--- src/rtl/core/ibb32_pkg.sv ---
// Shared types, constants and helpers of the inverted-byte base32 encoder.
// No dependencies; every other file of the block imports this package.
package ibb32_pkg;

	localparam int unsigned BYTE_W   = 8;
	localparam int unsigned GROUP_W  = 5;
	localparam int unsigned SYMBOL_W = 7;
	localparam int unsigned RES_W    = 4;   // residue bits held between bytes
	localparam int unsigned RCNT_W   = 3;   // residue count, 0 to 4
	localparam int unsigned MAX_SYMS = 3;   // characters one byte can produce
	localparam int unsigned SCNT_W   = 2;   // holds 1 to MAX_SYMS

	localparam logic [BYTE_W-1:0]   INVERT_MASK  = 8'hFF;
	localparam logic [RCNT_W-1:0]   RES_MAX      = 3'd4;
	localparam logic [GROUP_W-1:0]  LETTER_COUNT = 5'd26;
	localparam logic [SYMBOL_W-1:0] ASCII_A      = 7'd65;
	// '2' is ASCII 50 and stands for group 26, so the offset is 50 - 26
	localparam logic [SYMBOL_W-1:0] DIGIT_BASE   = 7'd24;

	typedef struct packed {
		logic [BYTE_W-1:0] data_byte;
		logic              end_of_message;
	} in_item_t;

	typedef struct packed {
		logic [SYMBOL_W-1:0] symbol;
		logic                last_symbol;
	} out_item_t;

	// One byte's worth of work: its groups in emission order
	typedef struct packed {
		logic [MAX_SYMS-1:0][GROUP_W-1:0] groups;   // index 0 goes out first
		logic [SCNT_W-1:0]                sym_count;
		logic                             end_of_message;
	} work_t;

	function automatic logic [SYMBOL_W-1:0] group_to_ascii(input logic [GROUP_W-1:0] grp);
		logic [SYMBOL_W-1:0] wide;
		wide = {2'b00, grp};
		if (grp < LETTER_COUNT) begin
			return ASCII_A + wide;
		end else begin
			return DIGIT_BASE + wide;
		end
	endfunction

endpackage

--- src/rtl/core/inverted_byte_base32_encoder_unit.sv ---
// Top level of the inverted-byte base32 encoder (RFC 4648 alphabet, no padding).
// Instantiates ibb32_front, ibb32_queue and ibb32_back; depends on ibb32_pkg.
//
// Usage:
//   Input queue side: drive byte_item and raise push; a byte is taken at a
//   clock edge with push high and full low. Set end_of_message on the last
//   byte of a message to flush the leftover bits as a final character.
//   Result queue side: while empty is low, symbol_item holds the oldest
//   character; take it with pop. last_symbol marks a message's final char.
//   Each byte yields one to three characters, one per cycle out as pops allow.
//   A byte's first character passes the work queue, then the result register.
//   Throughput: the result register emits one character a clock while the
//   receiver pops; the front end takes a byte each cycle while the work
//   queue (QUEUE_DEPTH entries) has room.
//   When the receiver stalls, the result holds, the queue fills and full
//   rises; nothing is dropped.
//   Reset (arst_n low) empties the queue and result register and clears
//   the residue, starting a fresh message.
module inverted_byte_base32_encoder_unit #(
	parameter int unsigned QUEUE_DEPTH = 4
) (
	input  logic                 clk,
	input  logic                 arst_n,
	input  logic                 push,
	output logic                 full,
	input  ibb32_pkg::in_item_t  byte_item,
	input  logic                 pop,
	output logic                 empty,
	output ibb32_pkg::out_item_t symbol_item
);
	import ibb32_pkg::*;

	logic  accept;
	work_t front_work;
	work_t head_work;
	logic  queue_empty;
	logic  head_done;

	// take a byte only while the work queue has room
	assign accept = push && !full;

	ibb32_front u_front (
		.clk    (clk),
		.arst_n (arst_n),
		.accept (accept),
		.item   (byte_item),
		.work   (front_work)
	);

	ibb32_queue #(
		.DEPTH (QUEUE_DEPTH)
	) u_queue (
		.clk     (clk),
		.arst_n  (arst_n),
		.wr_en   (accept),
		.wr_data (front_work),
		.rd_en   (head_done),
		.rd_data (head_work),
		.full    (full),
		.empty   (queue_empty)
	);

	// advance through the head entry, drop it after its last group
	ibb32_back u_back (
		.clk        (clk),
		.arst_n     (arst_n),
		.head       (head_work),
		.head_valid (!queue_empty),
		.head_done  (head_done),
		.pop        (pop),
		.empty      (empty),
		.result     (symbol_item)
	);

endmodule

--- src/rtl/core/ibb32_front.sv ---
// Front end: inverts each accepted byte, splits it with the residue into 5-bit groups.
// Holds the residue between bytes. Depends on ibb32_pkg.
module ibb32_front (
	input  logic               clk,
	input  logic               arst_n,
	input  logic               accept,
	input  ibb32_pkg::in_item_t item,
	output ibb32_pkg::work_t   work
);
	import ibb32_pkg::*;

	logic [RES_W-1:0]   residue_bits_q;
	logic [RCNT_W-1:0]  residue_count_q;
	logic [RCNT_W-1:0]  cnt;
	logic [BYTE_W-1:0]  inv_byte;
	logic [14:0]        window;
	logic [RCNT_W-1:0]  left_shift;
	logic               two_full;
	logic               flush;
	logic [RCNT_W-1:0]  next_count;
	logic [RES_W:0]     keep_mask;

	always_comb begin
		cnt        = (residue_count_q > RES_MAX) ? RES_MAX : residue_count_q;
		inv_byte   = item.data_byte ^ INVERT_MASK;
		left_shift = RES_MAX - cnt;
		// Left-align the valid bits at the top of the window, zero fill below
		window     = {residue_bits_q, inv_byte, 3'b000} << left_shift;
		two_full   = (cnt >= 3'd2);
		// Leftover after the full groups is cnt-2 or cnt+3 bits
		next_count = two_full ? (cnt - 3'd2) : (cnt + 3'd3);
		flush      = item.end_of_message && (next_count != '0);
		keep_mask  = (5'd1 << next_count) - 5'd1;

		work.groups[0]      = window[14:10];
		work.groups[1]      = window[9:5];
		work.groups[2]      = window[4:0];
		work.sym_count      = (two_full ? 2'd2 : 2'd1) + {1'b0, flush};
		work.end_of_message = item.end_of_message;
	end

	always_ff @(posedge clk or negedge arst_n) begin
		if (!arst_n) begin
			residue_bits_q  <= '0;
			residue_count_q <= '0;
		end else if (accept) begin
			if (item.end_of_message) begin
				residue_bits_q  <= '0;
				residue_count_q <= '0;
			end else begin
				residue_bits_q  <= inv_byte[RES_W-1:0] & keep_mask[RES_W-1:0];
				residue_count_q <= next_count;
			end
		end
	end

`ifndef ASSERT_OFF
	a_res_count_range: assert property (@(posedge clk) disable iff (!arst_n)
		residue_count_q <= RES_MAX)
		else $error("residue count out of range");
	a_res_clears_at_end: assert property (@(posedge clk) disable iff (!arst_n)
		accept && item.end_of_message |=> residue_count_q == '0 && residue_bits_q == '0)
		else $error("residue not cleared after final byte");
	a_unused_res_bits_zero: assert property (@(posedge clk) disable iff (!arst_n)
		(residue_bits_q & ~((4'd1 << residue_count_q) - 4'd1)) == '0)
		else $error("residue holds bits above its count");
`endif
endmodule

--- src/rtl/core/ibb32_queue.sv ---
// Short work queue between the front and back ends of the base32 encoder.
// Circular buffer of work_t entries; depends on ibb32_pkg.
module ibb32_queue #(
	parameter int unsigned DEPTH = 4
) (
	input  logic             clk,
	input  logic             arst_n,
	input  logic             wr_en,
	input  ibb32_pkg::work_t wr_data,
	input  logic             rd_en,
	output ibb32_pkg::work_t rd_data,
	output logic             full,
	output logic             empty
);
	import ibb32_pkg::*;

	localparam int unsigned PTR_W = (DEPTH > 1) ? $clog2(DEPTH) : 1;
	localparam int unsigned CNT_W = $clog2(DEPTH + 1);
	localparam logic [PTR_W-1:0] LAST_PTR = PTR_W'(DEPTH - 1);

	work_t             entries_q [DEPTH];
	logic [PTR_W-1:0]  wr_ptr_q;
	logic [PTR_W-1:0]  rd_ptr_q;
	logic [CNT_W-1:0]  count_q;

	assign full    = (count_q == CNT_W'(DEPTH));
	assign empty   = (count_q == '0);
	assign rd_data = entries_q[rd_ptr_q];

	always_ff @(posedge clk) begin
		if (wr_en) begin
			entries_q[wr_ptr_q] <= wr_data;
		end
	end

	always_ff @(posedge clk or negedge arst_n) begin
		if (!arst_n) begin
			wr_ptr_q <= '0;
			rd_ptr_q <= '0;
			count_q  <= '0;
		end else begin
			if (wr_en) begin
				wr_ptr_q <= (wr_ptr_q == LAST_PTR) ? '0 : wr_ptr_q + 1'b1;
			end
			if (rd_en) begin
				rd_ptr_q <= (rd_ptr_q == LAST_PTR) ? '0 : rd_ptr_q + 1'b1;
			end
			if (wr_en && !rd_en) begin
				count_q <= count_q + 1'b1;
			end else if (rd_en && !wr_en) begin
				count_q <= count_q - 1'b1;
			end
		end
	end

`ifndef ASSERT_OFF
	a_no_overflow: assert property (@(posedge clk) disable iff (!arst_n)
		!(wr_en && full) && !(rd_en && empty))
		else $error("queue written when full or read when empty");
`endif
endmodule

--- src/rtl/core/ibb32_back.sv ---
// Back end: walks the head work entry one group per cycle into the result register
// while it is free or popped. Maps groups to base32 ASCII; depends on ibb32_pkg.
module ibb32_back (
	input  logic                  clk,
	input  logic                  arst_n,
	input  ibb32_pkg::work_t      head,
	input  logic                  head_valid,
	output logic                  head_done,
	input  logic                  pop,
	output logic                  empty,
	output ibb32_pkg::out_item_t  result
);
	import ibb32_pkg::*;

	logic [SCNT_W-1:0] idx_q;
	logic              out_valid_q;
	out_item_t         out_q;
	logic              load;
	logic              at_end;

	assign empty     = !out_valid_q;
	assign result    = out_q;
	assign load      = head_valid && (!out_valid_q || pop);
	assign at_end    = (idx_q == head.sym_count - 2'd1);
	assign head_done = load && at_end;

	always_ff @(posedge clk) begin
		if (load) begin
			out_q.symbol      <= group_to_ascii(head.groups[idx_q]);
			out_q.last_symbol <= head.end_of_message && at_end;
		end
	end

	always_ff @(posedge clk or negedge arst_n) begin
		if (!arst_n) begin
			idx_q       <= '0;
			out_valid_q <= 1'b0;
		end else begin
			if (load) begin
				out_valid_q <= 1'b1;
			end else if (pop) begin
				out_valid_q <= 1'b0;
			end
			if (load) begin
				idx_q <= at_end ? '0 : idx_q + 1'b1;
			end
		end
	end

`ifndef ASSERT_OFF
	a_idx_within_entry: assert property (@(posedge clk) disable iff (!arst_n)
		head_valid |-> idx_q < head.sym_count)
		else $error("group index beyond entry");
	a_idx_idle_zero: assert property (@(posedge clk) disable iff (!arst_n)
		!head_valid |-> idx_q == '0)
		else $error("group index left mid-entry with queue empty");
`endif
endmodule
--- config.mk ---
export PLATFORM = sky130hd
export DESIGN_NAME = inverted_byte_base32_encoder_unit
export DESIGN_NICKNAME = d
export VERILOG_FILES = /design/src/rtl/core/ibb32_pkg.sv /design/src/rtl/core/inverted_byte_base32_encoder_unit.sv /design/src/rtl/core/ibb32_front.sv /design/src/rtl/core/ibb32_queue.sv /design/src/rtl/core/ibb32_back.sv
export SDC_FILE = /design/constraint.sdc
export NUM_CORES = 1
export LEC_CHECK = 0
export BUFFER_PORTS_ARGS = -buffer_cell sky130_fd_sc_hd__buf_2
export CAP_MARGIN = 5
export CORE_AREA = 2 2 108 110
export DETAILED_ROUTE_END_ITERATION = 12
export DIE_AREA = 0 0 110 112
export PLACE_DENSITY = 0.56
export SLEW_MARGIN = 20
export SYNTH_ARGS = -nofsm -noshare
export SYNTH_HDL_FRONTEND = slang
export SYNTH_SLANG_ARGS = --single-unit
--- constraint.sdc ---
create_clock -name clk -period 7.7 [get_ports clk]
set_input_delay 0.77 -clock clk [delete_from_list [all_inputs] [get_ports clk]]
set_output_delay 0.77 -clock clk [all_outputs]
set_load 0.02 [all_outputs]
==> results.py <==
metrics = {
    "clocking": {
        "cts_root_buf": "clkbuf_16",
        "clockBufferDepth": 2,
        "path_clk_slew_ns": 0.06,
        "cts_sinks": 85,
        "hold_buffers": 0,
        "post-cts-setup-buffers": 0,
        "cts_resized": 0,
        "clk-insertion-delay-late_ns": 0.33,
        "cts_buffers": 9,
        "htreeDepth": 3,
        "cts_tree": "yes",
    },
    "worst_setup_path": {
        "arrival_ns": 3.29,
        "end_kind": "register",
        "r2r_setup_slack_ns": 4.62,
        "cp.required_ns": 7.91,
        "crit_family": "multiplexers",
        "crit_path_max_fanout": 24,
        "worst_path_max_delay_cell": "mux4_2",
        "critical_path_class": "reg2reg",
        "start_kind": "register",
        "worst-path-buf-inv": 2,
        "crit_chain": "buf_4 > mux4_2 > xnor2_1 > mux2i_2 > nand2_2 > ha_1 > inv_1 > fa_1 > mux2_2",
        "cpPeakStageDelay_ns": 0.58,
    },
    "layout": {
        "nets": 346,
        "num-fill-cells": 1025,
        "final_layout_size_suffix_gt1_share_pct": 19.4,
        "area_growth_pct": 11.2,
        "diodes": 0,
    },
    "grt": {
        "antenna_found_initial": 0,
        "met3_usage_pct": 3.51,
        "met2_usage_pct": 21.5,
        "grtUsageTotal_pct": 14.0,
        "gr-max-usage-layer": "met2",
        "overflow": 0,
        "grt_pass1_vias": 2424,
        "grt_pass1_wl_um": 13000,
        "grt_max_degree": 25,
        "grtUsageMet1_pct": 19.9,
    },
    "detailed_routing": {
        "drt_iter0_drc": 73,
        "wl_um": 7830,
        "wl_per_cell_um": 16.7,
        "ant_nets": 0,
        "firstDrtPassIters": 4,
        "route.detailed.drc": 0,
        "routed_via_density": 5.05,
        "dr_total_vias": 2363,
    },
    "timing": {
        "setup_viol": 0,
        "slew_violations": 0,
        "layout_setup_ws_ns": 4.62,
        "finClkSkew_ns": 0.00821,
        "period_share_pct": 40.0,
        "clock.fmax_ghz": 0.325,
        "rsz0062_at_grt": "no",
        "max_slew_margin_pct": 42.0,
        "final.setup.tns_ns": 0,
        "min_period_ns": 3.08,
        "hold_violations": 0,
        "tightest_slew_ns": 0.870,
    },
    "synthesis": {
        "synth_cells": 301,
        "yosysSeqAreaShare_pct": 59.0,
        "synth-seq-cells": 85,
        "synth_nets": 327,
        "yosysUniqueCellTypes": 57,
        "ys_warn_count": 0,
        "syn_area_per_cell_um2": 13.9,
        "async_flop_share_pct": 20.0,
        "yosysTopAreaCell": "edfxtp_1",
        "synth_most_common_cell": "edfxtp_1",
        "synth_edf_count": 68,
        "netlist_area_um2": 4180,
        "synth-main-ff-cell": "edfxtp_1",
        "netlist_top_cells_area": "edfxtp_1, dfrtp_1, mux2i_1",
        "synthTopCellsByCount": "edfxtp_1, mux2i_1, nor2_1, dfrtp_1, nand2_1",
        "netlist.area_leader.share_pct": 48.8,
    },
    "min_path": {
        "holdCritPathClass": "in2async",
    },
    "placement": {
        "dp_hpwl_um": 5330,
        "dp_worst_setup_slack_ns": 4.57,
        "io_buffers": 22,
        "place.gp.congestion": 0.756,
    },
    "job": {
        "cap_violations": 0,
    },
    "die": {
        "start_util_pct": 37.4,
        "io_pins": 23,
        "fp-row-count": 39,
        "core_um2": 11200,
        "die-area_um2": 12300,
        "die_w_um": 110,
        "die_h_um": 112,
    },
    "power": {
        "power_leakage_nw": 1.79,
        "total_power_mw": 2.33,
        "p_seq_share_pct": 39.0,
        "cell_internal_pwr_mw": 1.46,
        "clkPwrFrac_pct": 16.9,
        "swShare_pct": 37.2,
        "cellPowerDensity_nw_per_um2": 501,
        "p_switching_uw": 866,
        "ir_drop_uv": 276,
        "p_comb_share_pct": 44.1,
    },
    "run_status": {
        "status": "completed",
    },
}
[logic make-up after synthesis]
logic type / synth area share [%]
AO/OA/AOI/OAI: 7.95
XOR/XNOR: 1.47
buffers and inverters: 4.01
adder cells (fa/ha/maj): 4.07
multiplexers: 13.6
AND/OR/NAND/NOR: 9.90
flip-flops: 59.0
[worst paths after layout]
kind,startpoint,depth (start not counted),end
setup reg to reg,u_queue.rd_ptr_q[0],9,u_queue.count_q[1]
hold reg to reg,u_front.residue_bits_q[1],2,u_front.residue_bits_q[1]
hold / removal,arst_n,1,u_front.residue_bits_q[1]
min in group clk,u_front.residue_bits_q[1],2,u_front.residue_bits_q[1]
max in group asynchronous,arst_n,1,u_queue.count_q[1]
setup / recovery,u_queue.rd_ptr_q[0],9,u_queue.count_q[1]
[registers in the layout, indices dropped and copies added (netlist names)]
signal	count
u_back.idx_q	2
u_back.out_valid_q	1
u_back.result	8
u_front.residue_bits_q	4
u_front.residue_count_q	3
u_queue.count_q	3
u_queue.entries_q	60
u_queue.rd_ptr_q	2
u_queue.wr_ptr_q	2
[cells in the final DEF (no fill, tap or decap), drive strengths merged, types with 8 or more instances in the layout]
cell / count
buf: 24
o21ai: 11
inv: 12
nand2: 15
dfrtp: 17
ha: 12
edfxtp: 68
mux2i: 30
a21oi: 10
and2: 8
clkbuf: 15
nor2: 18
mux4: 8
[routing by layer]
metal	vias to the layer above	share of wire [%]	wire length, um
li1	1153	-	-
met1	1165	49	3870
met2	40	46	3620
met3	5	3.3	255
met4	0	0.92	72
met5	-	0	0
[power groups by stage]
stage / Combinational (mW) / Clock (mW) / Sequential [mW]
2_1_floorplan: 0.838 / 0 / 0.889
3_3_place_gp: 1.01 / 0 / 0.914
3_5_place_dp: 1.04 / 0 / 0.921
4_1_cts: 1.04 / 0.401 / 0.914
5_1_grt: 1.16 / 0.422 / 0.931
6_report: 1.03 / 0.393 / 0.909
[stage by stage]
step / util, % / hold slack [ns] / cell area [um2] / cells
2_1_floorplan: - / 0.456 / 4180 / 301
3_3_place_gp: 39.1 / 0.476 / 4370 / 451
3_5_place_dp: 39.2 / 0.499 / 4380 / 452
4_1_cts: 41.6 / 0.378 / 4650 / 468
5_1_grt: 41.7 / 0.392 / 4650 / 468
6_report: 41.7 / 0.372 / 4650 / 468
[layout make-up]
| type | instances | area (um2) | area share, % |
|---|---|---|---|
| timing repair buffer | 24 | 129 | 2.77 |
| tap | 143 | 179 | 3.84 |
| multi-input combinational | 186 | 1560 | 33.5 |
| clock inverter | 1 | 8.76 | 0.188 |
| sequential | 85 | 2470 | 53.0 |
| inverter | 14 | 52.6 | 1.13 |
| clock buffer | 15 | 258 | 5.54 |
(Power assumes the default switching activity.)
